`src/rtl/irc_tok_pkg.sv`:
```
// Shared types and constants for the IRC line tokenizer.
`timescale 1ns / 1ps
`default_nettype none
package irc_tok_pkg;

  localparam int unsigned MAX_PARAMS = 15;

  localparam logic [7:0] CH_COLON = 8'h3A;
  localparam logic [7:0] CH_SPACE = 8'h20;
  localparam logic [7:0] CH_BANG  = 8'h21;

  localparam logic [2:0] ROLE_SEP      = 3'd0;
  localparam logic [2:0] ROLE_NICK     = 3'd1;
  localparam logic [2:0] ROLE_PREFIX   = 3'd2;
  localparam logic [2:0] ROLE_COMMAND  = 3'd3;
  localparam logic [2:0] ROLE_PARAM    = 3'd4;
  localparam logic [2:0] ROLE_TRAILING = 3'd5;

  localparam logic [1:0] STATUS_OK      = 2'd0;
  localparam logic [1:0] STATUS_VOID    = 2'd1;
  localparam logic [1:0] STATUS_DROPPED = 2'd2;

  typedef struct packed {
    logic [7:0] byte_out;
    logic [2:0] role;
    logic [3:0] param_index;
    logic       token_start;
    logic       line_end;
    logic [1:0] line_status;
    logic [3:0] param_count;
    logic       trailing_present;
  } res_t;

endpackage
`default_nettype wire

```
`src/rtl/irc_tok_step.sv`:
```
// Per-byte tagging logic and line state of the IRC line tokenizer.
`timescale 1ns / 1ps
`default_nettype none
module irc_tok_step (
  input  wire logic              clk,
  input  wire logic              rst_n,
  input  wire logic              advance,
  input  wire logic [7:0]        data_byte,
  input  wire logic              last_byte,
  output irc_tok_pkg::res_t      res
);

  typedef enum logic [2:0] {
    PH_LINE_START  = 3'd0,
    PH_NICK_FIRST  = 3'd1,
    PH_NICK        = 3'd2,
    PH_PREFIX_REST = 3'd3,
    PH_CMD_START   = 3'd4,
    PH_CMD         = 3'd5,
    PH_SKIP        = 3'd6,
    PH_TOKEN       = 3'd7
  } phase_t;

  localparam logic [3:0] LIMIT = 4'(irc_tok_pkg::MAX_PARAMS);

  phase_t     phase_r, phase_nxt, phase_mid;
  logic [3:0] params_seen_r, params_seen_nxt, params_mid;
  logic       overflow_r, overflow_nxt, overflow_mid;
  logic       trailing_r, trailing_nxt, trailing_mid;
  logic [2:0] role;
  logic [3:0] idx;
  logic       ts;
  logic       is_space, is_colon, is_bang;

  assign is_space = (data_byte == irc_tok_pkg::CH_SPACE);
  assign is_colon = (data_byte == irc_tok_pkg::CH_COLON);
  assign is_bang  = (data_byte == irc_tok_pkg::CH_BANG);

  always_comb begin
    phase_mid    = phase_r;
    params_mid   = params_seen_r;
    overflow_mid = overflow_r;
    trailing_mid = trailing_r;
    role         = irc_tok_pkg::ROLE_SEP;
    idx          = 4'd0;
    ts           = 1'b0;
    case (phase_r)
      PH_LINE_START: begin
        if (is_colon) begin
          phase_mid = PH_NICK_FIRST;
        end else if (is_space) begin
          phase_mid = PH_SKIP;
        end else begin
          role      = irc_tok_pkg::ROLE_COMMAND;
          ts        = 1'b1;
          phase_mid = PH_CMD;
        end
      end
      PH_NICK_FIRST, PH_NICK: begin
        if (is_space) begin
          phase_mid = PH_CMD_START;
        end else if (is_bang) begin
          role      = irc_tok_pkg::ROLE_PREFIX;
          phase_mid = PH_PREFIX_REST;
        end else begin
          role      = irc_tok_pkg::ROLE_NICK;
          ts        = (phase_r == PH_NICK_FIRST);
          phase_mid = PH_NICK;
        end
      end
      PH_PREFIX_REST: begin
        if (is_space) begin
          phase_mid = PH_CMD_START;
        end else begin
          role = irc_tok_pkg::ROLE_PREFIX;
        end
      end
      PH_CMD_START: begin
        if (is_space) begin
          phase_mid = PH_SKIP;
        end else begin
          role      = irc_tok_pkg::ROLE_COMMAND;
          ts        = 1'b1;
          phase_mid = PH_CMD;
        end
      end
      PH_CMD: begin
        if (is_space) begin
          phase_mid = PH_SKIP;
        end else begin
          role = irc_tok_pkg::ROLE_COMMAND;
        end
      end
      PH_SKIP: begin
        if (trailing_r) begin
          role      = irc_tok_pkg::ROLE_TRAILING;
          ts        = 1'b1;
          phase_mid = PH_TOKEN;
        end else if (is_space) begin
          phase_mid = PH_SKIP;
        end else if (is_colon) begin
          trailing_mid = 1'b1;
        end else if (params_seen_r < LIMIT) begin
          role       = irc_tok_pkg::ROLE_PARAM;
          idx        = params_seen_r;
          ts         = 1'b1;
          params_mid = params_seen_r + 4'd1;
          phase_mid  = PH_TOKEN;
        end else begin
          overflow_mid = 1'b1;
          phase_mid    = PH_TOKEN;
        end
      end
      default: begin
        if (trailing_r) begin
          role = irc_tok_pkg::ROLE_TRAILING;
        end else if (is_space) begin
          phase_mid = PH_SKIP;
        end else if (!overflow_r) begin
          role = irc_tok_pkg::ROLE_PARAM;
          idx  = params_seen_r - 4'd1;
        end
      end
    endcase
  end

  always_comb begin
    res.byte_out         = data_byte;
    res.role             = role;
    res.param_index      = idx;
    res.token_start      = ts;
    res.line_end         = last_byte;
    res.line_status      = irc_tok_pkg::STATUS_OK;
    res.param_count      = 4'd0;
    res.trailing_present = 1'b0;
    phase_nxt            = phase_mid;
    params_seen_nxt      = params_mid;
    overflow_nxt         = overflow_mid;
    trailing_nxt         = trailing_mid;
    if (last_byte) begin
      if (phase_mid == PH_NICK_FIRST || phase_mid == PH_NICK ||
          phase_mid == PH_PREFIX_REST) begin
        res.line_status = irc_tok_pkg::STATUS_VOID;
      end else begin
        res.line_status      = overflow_mid ? irc_tok_pkg::STATUS_DROPPED
                                            : irc_tok_pkg::STATUS_OK;
        res.param_count      = params_mid;
        res.trailing_present = trailing_mid;
      end
      phase_nxt       = PH_LINE_START;
      params_seen_nxt = 4'd0;
      overflow_nxt    = 1'b0;
      trailing_nxt    = 1'b0;
    end
  end

  always_ff @(posedge clk) begin
    if (!rst_n) begin
      phase_r       <= PH_LINE_START;
      params_seen_r <= 4'd0;
      overflow_r    <= 1'b0;
      trailing_r    <= 1'b0;
    end else if (advance) begin
      phase_r       <= phase_nxt;
      params_seen_r <= params_seen_nxt;
      overflow_r    <= overflow_nxt;
      trailing_r    <= trailing_nxt;
    end
  end

  a_line_clears: assert property (@(posedge clk) disable iff (!rst_n)
    advance && last_byte |=> phase_r == PH_LINE_START && params_seen_r == 4'd0 &&
                             !overflow_r && !trailing_r)
    else $error("line state not cleared after last word");

  a_params_bounded: assert property (@(posedge clk) disable iff (!rst_n)
    params_seen_r <= LIMIT)
    else $error("parameter count beyond limit");

  a_overflow_full: assert property (@(posedge clk) disable iff (!rst_n)
    overflow_r |-> params_seen_r == LIMIT)
    else $error("overflow flagged before all parameters kept");

endmodule
`default_nettype wire

```
`src/rtl/irc_tok_out_reg.sv`:
```
// Result register with valid/ready handshake for the IRC line tokenizer.
`timescale 1ns / 1ps
`default_nettype none
module irc_tok_out_reg (
  input  wire logic              clk,
  input  wire logic              rst_n,
  input  wire logic              load_valid,
  output logic                   load_ready,
  input  wire irc_tok_pkg::res_t load_res,
  output logic                   out_valid,
  input  wire logic              out_ready,
  output irc_tok_pkg::res_t      out_res
);

  logic              valid_r;
  irc_tok_pkg::res_t res_r;

  assign load_ready = !valid_r || out_ready;
  assign out_valid  = valid_r;
  assign out_res    = res_r;

  always_ff @(posedge clk) begin
    if (!rst_n) begin
      valid_r <= 1'b0;
    end else if (load_ready) begin
      valid_r <= load_valid;
    end
  end

  always_ff @(posedge clk) begin
    if (load_ready && load_valid) begin
      res_r <= load_res;
    end
  end

endmodule
`default_nettype wire

```
`src/rtl/irc_line_tokenizer_unit.sv`:
```
// Top level of the IRC line tokenizer: input register, tagging logic, result register.
// A word moves from the input register via the tagging logic to the result register.
// Throughput: one word per cycle; in_ready drops only while the result register is
// full and out_ready is low.
// Reset: rst_n (synchronous, active low) empties both registers and returns the
// line state to line start with no parameters kept; no clearing pass follows.
`timescale 1ns / 1ps
`default_nettype none
module irc_line_tokenizer_unit (
  input  wire logic       clk,
  input  wire logic       rst_n,
  input  wire logic       in_valid,
  output logic            in_ready,
  input  wire logic [7:0] in_data_byte,
  input  wire logic       in_last_byte,
  output logic            out_valid,
  input  wire logic       out_ready,
  output logic [7:0]      out_byte_out,
  output logic [2:0]      out_role,
  output logic [3:0]      out_param_index,
  output logic            out_token_start,
  output logic            out_line_end,
  output logic [1:0]      out_line_status,
  output logic [3:0]      out_param_count,
  output logic            out_trailing_present
);

  logic              s0_valid_r;
  logic [7:0]        s0_byte_r;
  logic              s0_last_r;
  logic              oreg_ready;
  logic              advance;
  irc_tok_pkg::res_t step_res;
  irc_tok_pkg::res_t out_res;

  assign advance  = s0_valid_r && oreg_ready;
  assign in_ready = !s0_valid_r || oreg_ready;

  always_ff @(posedge clk) begin
    if (!rst_n) begin
      s0_valid_r <= 1'b0;
    end else if (in_ready) begin
      s0_valid_r <= in_valid;
    end
  end

  always_ff @(posedge clk) begin
    if (in_ready && in_valid) begin
      s0_byte_r <= in_data_byte;
      s0_last_r <= in_last_byte;
    end
  end

  irc_tok_step u_step (
    .clk       (clk),
    .rst_n     (rst_n),
    .advance   (advance),
    .data_byte (s0_byte_r),
    .last_byte (s0_last_r),
    .res       (step_res)
  );

  irc_tok_out_reg u_out_reg (
    .clk        (clk),
    .rst_n      (rst_n),
    .load_valid (s0_valid_r),
    .load_ready (oreg_ready),
    .load_res   (step_res),
    .out_valid  (out_valid),
    .out_ready  (out_ready),
    .out_res    (out_res)
  );

  assign out_byte_out         = out_res.byte_out;
  assign out_role             = out_res.role;
  assign out_param_index      = out_res.param_index;
  assign out_token_start      = out_res.token_start;
  assign out_line_end         = out_res.line_end;
  assign out_line_status      = out_res.line_status;
  assign out_param_count      = out_res.param_count;
  assign out_trailing_present = out_res.trailing_present;

  a_status_only_at_end: assert property (@(posedge clk) disable iff (!rst_n)
    out_valid && !out_line_end |->
      out_line_status == irc_tok_pkg::STATUS_OK && out_param_count == 4'd0 &&
      !out_trailing_present)
    else $error("line status shown before last word");

  a_void_empty: assert property (@(posedge clk) disable iff (!rst_n)
    out_valid && out_line_status == irc_tok_pkg::STATUS_VOID |->
      out_param_count == 4'd0 && !out_trailing_present)
    else $error("void line reports parameters or trailing");

  a_index_only_param: assert property (@(posedge clk) disable iff (!rst_n)
    out_valid && out_role != irc_tok_pkg::ROLE_PARAM |-> out_param_index == 4'd0)
    else $error("parameter index on non-parameter word");

  a_start_role: assert property (@(posedge clk) disable iff (!rst_n)
    out_valid && out_token_start |->
      out_role != irc_tok_pkg::ROLE_SEP && out_role != irc_tok_pkg::ROLE_PREFIX)
    else $error("token start on separator or prefix word");

endmodule
`default_nettype wire

```
`config.mk`:
```
export PLATFORM = sky130hd
export DESIGN_NAME = irc_line_tokenizer_unit
export DESIGN_NICKNAME = d
export VERILOG_FILES = /design/src/rtl/irc_tok_pkg.sv /design/src/rtl/irc_tok_step.sv /design/src/rtl/irc_tok_out_reg.sv /design/src/rtl/irc_line_tokenizer_unit.sv
export SDC_FILE = /design/constraint.sdc
export NUM_CORES = 1
export LEC_CHECK = 0
export BUFFER_PORTS_ARGS = -buffer_cell sky130_fd_sc_hd__buf_2
export CAP_MARGIN = 20
export CORE_MARGIN = 2
export CORE_UTILIZATION = 54
export DETAILED_ROUTE_END_ITERATION = 7
export PLACE_DENSITY = 0.84
export SYNTH_ARGS = -nofsm -noshare
export SYNTH_HDL_FRONTEND = slang
export SYNTH_SLANG_ARGS = --single-unit
```
`constraint.sdc`:
```
create_clock -name clk -period 2.7 [get_ports clk]
set_input_delay 0 -clock clk [delete_from_list [all_inputs] [get_ports clk]]
set_output_delay 0 -clock clk [all_outputs]
set_load 0.01 [all_outputs]
```
# Word level (Yosys, flattened, before mapping)
# Index checks and enable logic that the tools add are counted.
word_totals:
  input_bits: 13
  output_inout_bits: 26
  wordCells: 107
  ff_bits: 44
classes:
  magnitude_cmp: 1
  n_addsub: 2
  eq_ne: 12
  n_reduce_logical: 13
  n_bitwise: 1
  n_mux: 61
ops:
  columns: ["cell", "count"]
  rows:
  - ["$mux 3", 18]
  - ["$mux 4", 13]
  - ["$eq 8x6->1 const B", 3]
  - ["$mux 1", 21]
  - ["$pmux 3 s6", 1]
  - ["$pmux 3 s5", 1]
  - ["$eq 3x2->1 const B", 4]
  - ["$mux 2", 5]
  - ["$eq 3x3->1 const B", 3]
  - ["$pmux 4 s2", 1]
  - ["$eq 3x1->1 const B", 2]
  - ["$reduce_or 2->1", 3]
  - ["$reduce_or 6->1", 1]
  - ["$add 4x1->4 const B", 1]
  - ["$logic_or 1x1->1", 4]
  - ["$lt 4x4->1 const B", 1]
  - ["$pmux 1 s4", 1]
  - ["$sub 4x1->4 const B", 1]
  - ["$logic_not 3->1", 1]
  - ["$logic_and 1x1->1", 2]
  - ["$logic_not 1->1", 2]
  - ["$not 1->1", 1]

# Depth between registers and ports, before layout
# Gate-level depths: netlist of the first run.
logic_depth:
  depth_word: 9
  depth_mapped: 7
  depth_no_buf: 7

# Hierarchy
# Synthesis of the first run repeated with hierarchy kept, for this count alone.
unflattened:
  hier_cells: 197
  area_unflattened_um2: 2203.4
modules_own_cells:
  columns: ["module", "n_inst", "cells_each", "seq_area_each_um2", "area_each_um2"]
  rows:
  - ["irc_tok_step", 1, 153, 180.2, 1089.8]
  - ["irc_tok_out_reg", 1, 29, 740.7, 778.2]
  - ["irc_line_tokenizer_unit", 1, 15, 290.3, 335.3]

# Worst setup path before layout of the first run
# No wires, ideal clock.
synth_path:
  kind: "register to register"
  from: "register s0_byte_r[1]"
  to: "register u_out_reg.res_r, in the netlist u_out_reg.out_res[11], data pin"
  stages_incl_launch_ff: 7
  slack_ns: 0.712
  arrival_time_ns: 1.734
  synth_period_minus_slack_ns: 1.988
  required_time_ns: 2.446
  setup_time_ns: 0.254
  path_buffers: 1
  cell_sequence: "edfxtp_1 -> or3_4 -> a2111oi_4 -> nor4_1 -> buf_2 -> o2bb2ai_1 -> a21o_1"
synth_rtl:
  columns: ["element", "line", "rtl"]
  rows:
  - ["start, declared", "irc_line_tokenizer_unit.sv:29", "logic [7:0] s0_byte_r;"]
  - ["start signal, assigned", "irc_line_tokenizer_unit.sv:49", "s0_byte_r <= in_data_byte;"]
  - ["end signal, assigned", "irc_tok_out_reg.sv:32", "res_r <= load_res;"]
  - ["end, declared", "irc_tok_out_reg.sv:16", "irc_tok_pkg::res_t res_r;"]

# Final worst setup path of the first run
layout_path:
  from: "register u_step.phase_r[1]"
  to: "register u_step.params_seen_r[3]"
layout_between:
  elab_chain_cells: 3
layout_rtl:
  columns: ["element", "line", "rtl"]
  rows:
  - ["start, declared", "irc_tok_step.sv:26", "phase_t phase_r, phase_nxt, phase_mid;"]
  - ["start signal, assigned", "irc_tok_step.sv:164", "phase_r <= phase_nxt;"]
  - ["$eq 3x3->1", "irc_tok_step.sv:47", "case (phase_r)"]
  - ["$mux 4", "irc_tok_step.sv:47", null]
  - ["$mux 4", "irc_tok_step.sv:140", "if (last_byte) begin"]
  - ["end signal, assigned", "irc_tok_step.sv:165", "params_seen_r <= params_seen_nxt;"]
  - ["end, declared", "irc_tok_step.sv:27", "logic [3:0] params_seen_r, params_seen_nxt, params_mid;"]
# Every way passes these cells.
# A chain may end at the register's enable or synchronous reset.

==> reports/metrics.yaml, run 1 <==
critPathMaxStageDelay_ps: 640
synth.distinct_cells: 46
synth-edff-count: 33
antenna_cells: 0
cts_setup_buffers: 0
leakage_nw: 0.8805
die_y_um: 65.80
final_common_cell: "buf_2"
cts_max_path_buffers: 2
cp.buffers_inverters: 0
synth_warnings: 0
arrival_ps: 2410
cp_top_family: "simple AND/OR/NAND/NOR gates"
cts_root_buffer: "clkbuf_8"
cap_violations: 0
grt_pass1_wl_um: 6568
worstMarginPinSlew_ps: 590.0
syn_avg_cell_area_um2: 11.27
slew_headroom_pct: 60.66
crit_type: "register to register"
routabilityCongestion: 0.9166
worst_slack_ps: 523.9
period_needed_ps: 2176
synth_ff_type: "edfxtp_1"
finalSetupTns_ps: 0
clk_pin_slew_worst_paths_ps: 80
post-place-ws_ps: 578.4
grt_max_degree: 29
finalCritPeriodShare_pct: 80.59
via_count: 1606
post_drt_wl_per_cell_um: 14.34
hold_start: "in_data_byte[1]"
gr-total-overflow: 0
endpoint_kind: "register"
ff_latch_area_mm2: 0.001211
synth_fp_nets: 199
route.detailed.drc: 0
status: "finished, final reports clean"
initial_core_util_pct: 56.32
ir_drop_uv: 368.9
setup-violations-final: 0
rows: 22
drive_gt1_share_pct: 23.40
cp_max_fo: 13
maxSlewViolCount: 0
utilization_pct: 67.74
dr.pass1.iters: 4
drtIter0Drc: 140
required_ps: 2930
die_w_um: 65.80
startpoint_type: "register"
hpwl_um: 2641
power_density_mw_per_mm2: 521.1
path_cells: "nand2_1, or4_1, or3_1, a211oi_2"
antenna_left: 0
ys_seq_elements: 44
drt-total-wl_um: 4059
cp-startpoint: "u_step.phase_r[1]$_SDFFE_PN0P_"
nFillCells: 287
hold_class: "primary input to register"
pin_count: 39
hold_violations: 0
crit_path_top_delay_cell: "or4_1"
syn_area_mm2: 0.002062
async_flop_share_pct: 0
portBuffers: 38
clock_latency_ps: 300
core_area_mm2: 0.003661
cts_buffers: 5
cts_max_level: 2
synth_seq_area_share_pct: 58.74
cts_sinks: 44
cts_tree: "yes"
skew_ps: 6.015
synthCells: 183
final_nets: 250
grt_pass1_vias: 1347
die-area_mm2: 0.004329
multi_input_area_um2: 759.5
antenna_found_initial: 0
r2r_start: "u_step.phase_r[1]$_SDFFE_PN0P_"
fmax_mhz: 459.5
rsz0062_at_grt: "no"
final_cell_mix: "buf_2, edfxtp_1, nor2_1"
syn_to_final_growth_pct: 20.27
grt.total_usage_pct: 20.57
via_per_inst: 5.675
-- flip-flops by register name (all words and copies together), names as in the netlist, 3 cells and up --
name and flops:
u_out_reg.out_res 24, u_step.phase_r 3, s0_byte_r 8, u_step.params_seen_r 4
-- where the power goes --
| group | internal (mW) | switching [mW] |
|---|---|---|
| logic | 0.0434 | 0.0525 |
| registers | 0.754 | 0.0211 |
| clock network | 0.188 | 0.233 |
-- per-stage QoR --
step	hold slack (ps)	cell area [um^2]	cells	power, mW
detailed placement	178.1	2266	263	0.8716
global route	399.0	2480	283	1.342
global placement	177.3	2266	263	0.8704
floorplan	98.87	2062	183	0.8361
finish	402.7	2480	283	1.292
CTS	392.3	2480	283	1.296
-- per-layer routing --
layer | GRT usage, % | part of all wire [%] | vias to the layer above | routed length [um]
met5 | 0 | 0 | - | 0
met2 | 30.18 | 48 | 64 | 1955
met3 | 5.111 | 7.7 | 7 | 312
li1 | - | - | 795 | -
met1 | 29.27 | 43 | 740 | 1733
met4 | 8.333 | 1.4 | 0 | 57
-- area by class of cell --
class / instances / area share, %
multi-input cells: 124 / 30.63
well taps: 48 / 2.422
repair buffers: 53 / 13.42
inverters: 6 / 0.9082
flip-flops and latches: 44 / 48.84
clock inverters: 3 / 1.009
clock buffers: 5 / 2.775
-- path summary, 6_finish.rpt --
kind                                                        endpoint  slack [ps]  depth (start not counted)
worst max-delay path            u_step.params_seen_r[3]$_SDFFE_PN0P_         520                          4
worst min-delay path                          s0_byte_r[1]$_DFFE_PP_         400                          2
worst max register to register  u_step.params_seen_r[3]$_SDFFE_PN0P_         520                          4
worst min register to register       u_out_reg.out_res[22]$_DFFE_PP_         500                          0
-- Yosys cell counts (2+ instances only) --
master      n  area share (%)
buf_6       3             1.6
edfxtp_1   33              48
o211ai_1    2            0.73
ha_1        3             1.8
nor2_1     19             3.5
nor3b_1     3             1.1
dfxtp_1    11              11
inv_1       6             1.1
o21ai_0     4            0.97
a21oi_1    11             2.7
clkbuf_1    2            0.36
nor4_1      2            0.61
a21o_1      2            0.73
or3_1       3            0.91
o311ai_0    2            0.85
nor3_1     11             2.7
nand3_1    10             2.4
or4_1       2            0.73
and2_1      2            0.61
and3_1      3            0.91
nor2b_1     2            0.61
o2bb2ai_1   2            0.85
nand2_1    14             2.5
nand2b_1    3            0.91
o31ai_1     3             1.1
buf_2       2            0.49
a31oi_1     4             1.2
-- cells by family (layout without fill, tap and decap cells) --
| family | Yosys count | in the layout | synth area share (%) |
|---|---|---|---|
| and+or+nand+nor | 80 | 80 | 20.09 |
| DFF | 44 | 44 | 58.74 |
| AOI/OAI and AO/OA | 39 | 39 | 14.02 |
| buffers and inverters | 15 | 67 | 4.429 |
| adders and majority gates | 3 | 3 | 1.821 |
| xor gates and xnor gates | 1 | 1 | 0.4248 |
| muxes | 1 | 1 | 0.4855 |
-- what timing repair did --
action,in CTS,in global routing
resized for setup,0,0
hold buffers,12,0
hold endpoints to repair,12,0
Note: power is estimated with default switching activity, not from simulation.
==> run 2: changes to the inputs <==
CORE_UTILIZATION = 49   (was 54)
PLACE_DENSITY = 0.81   (was 0.84)
clock period = 1.95 ns   (was 2.7 ns; I/O delays follow)
==> reports/metrics.yaml, run 2 (same netlist as run 1, synthesis figures left out) <==
seqPwrFrac_pct: 54.7
hold_violations: 0
worstMarginPinSlew_ps: 709.7
endpoint_kind: "register"
antenna_cells: 0
clock_power_share_pct: 35.0
use_met3_pct: 5.357
drtIter0Drc: 288
r2r_start: "s0_byte_r[3]$_DFFE_PP_"
grt_use_met1_pct: 29.16
clk_pin_slew_worst_paths_ps: 80
startpoint_type: "register"
post_drt_wl_per_cell_um: 18.08
slew_headroom_pct: 52.69
setup-violations-final: 15
finalCritPeriodShare_pct: 111.0
via_count: 1934
gr-total-overflow: 0
initial_core_util_pct: 51.18
cts_max_level: 2
grt_pass1_wl_um: 7479
die-area_mm2: 0.004743
switching_power_mw: 0.4275
cp_max_fo: 10
hpwl_um: 3147
drive_gt1_share_pct: 40.60
power_frac_comb_pct: 10.2
rows: 23
cap_violations: 0
cpMostUsedCell: "buf_4"
required_ps: 2000
routabilityCongestion: 0.9757
antenna_found_initial: 0
critPathMaxStageDelay_ps: 420
clock_latency_ps: 300
rsz0062_at_grt: "yes"
antenna_left: 0
syn_to_final_growth_pct: 39.62
portBuffers: 38
violations: "setup timing"
cts_buffers: 5
period_needed_ps: 2164
die_w_um: 68.87
leakage_nw: 1.091
busiest_layer: "met2"
grtUsageMet2_pct: 33.05
status: "finished with violations"
final_common_cell: "buf_2"
worst_slack_ps: -213.7
pin_count: 39
grt_pass1_vias: 1592
crit_path_top_delay_cell: "or3_4"
drt-total-wl_um: 5712
cp_top_family: "simple AND/OR/NAND/NOR gates"
crit_type: "register to register"
hold_ws_ps: 1.462
power_density_mw_per_mm2: 676.0
fmax_mhz: 462.2
core_area_mm2: 0.004029
final_nets: 281
cts_root_buffer: "clkbuf_8"
arrival_ps: 2220
grt.total_usage_pct: 21.86
post-place-ws_ps: -92.34
ir_drop_uv: 511.7
grt_max_degree: 14
maxSlewViolCount: 0
cp-startpoint: "s0_byte_r[3]$_DFFE_PP_"
path_cells: "or3_4, a2111oi_4, nor4_1, buf_4, buf_4, a21oi_2, nor2_1"
hold_start: "out_ready"
p_sw_share_pct: 21.96
die_y_um: 68.87
skew_ps: 8.393
cts_max_path_buffers: 2
cp.buffers_inverters: 2
final_cell_mix: "buf_2, buf_4, edfxtp_1"
cts_sinks: 44
largest_register_ffs: 24
via_per_inst: 6.120
cts_tree: "yes"
route.detailed.drc: 0
dr.pass1.iters: 5
power.internal_mw: 1.519
hold_class: "primary input to register"
run 2: cell types whose count changed in the layout (fill, tap and decap cells not counted), moves of 3 or more:
cell / previous run / this run
a21oi_2: 0 / 3
nor3_2: 0 / 4
nor3_1: 11 / 7
buf_4: 3 / 33
a21oi_1: 11 / 8
run 2: worst paths after layout:
check	end	slack (ps)	depth (start not counted)
max reg2reg	u_out_reg.out_res[6]$_SDFFCE_PP0P_	-210	7
min reg2reg	u_out_reg.out_res[21]$_DFFE_PP_	480	0
max	u_out_reg.out_res[6]$_SDFFCE_PP0P_	-210	7
min	u_out_reg.out_valid$_SDFFE_PN0P_	1	4
run 2: final cells by class:
cell class / count / area [um^2]
Inverter: 6 / 22.52
Sequential cell: 44 / 1211
Fill cell: 256 / 1150
Multi-Input combinational cell: 124 / 885.9
Clock buffer: 6 / 72.57
Tap cell: 50 / 62.56
Clock inverter: 2 / 35.03
Timing Repair Buffer: 84 / 589.3
run 2: power groups by stage:
stage	clock (mW)	sequential (mW)	combinational (mW)
finish	0.682	1.07	0.199
global route	0.720	1.07	0.211
CTS	0.683	1.06	0.179
detailed placement	0	1.09	0.151
global placement	0	1.08	0.147
floorplan	0	1.09	0.0627
run 2: per-stage QoR:
step | utilization (%) | instances | total power, mW | area (um^2) | setup TNS (ps)
2_1_floorplan | - | 183 | 1.158 | 2062 | -53.23
3_3_place_gp | 61.09 | 289 | 1.230 | 2461 | -421.3
3_5_place_dp | 61.09 | 289 | 1.236 | 2461 | -573.6
4_1_cts | 68.32 | 310 | 1.926 | 2753 | -140.6
5_1_grt | 71.46 | 316 | 2.000 | 2879 | -2821
6_report | 71.46 | 316 | 1.946 | 2879 | -1746
run 2: worst register-to-register path: stages, from the launching register on:
cell	delay (ps)
edfxtp_1	410
or3_4	420
a2111oi_4	410
nor4_1	100
buf_4	190
buf_4	160
a21oi_2	160
nor2_1	70
run 2: routing by layer:
metal  part of all wire [%]  wire length [um]  up-vias
met3                     10               584       27
met5                      0                 0        -
met2                     49              2789      138
met1                     37              2127      908
met4                    3.7               211        0
li1                       -                 -      861
run 2: timing repair:
| action | 4_1_cts | 5_1_grt |
|---|---|---|
| pin swaps | 3 | 5 |
| hold buffers | 10 | 0 |
| setup endpoints to repair | 12 | 16 |
| gates resized for setup | 11 | 20 |
| hold endpoints to repair | 10 | 0 |
| setup buffers | 3 | 6 |
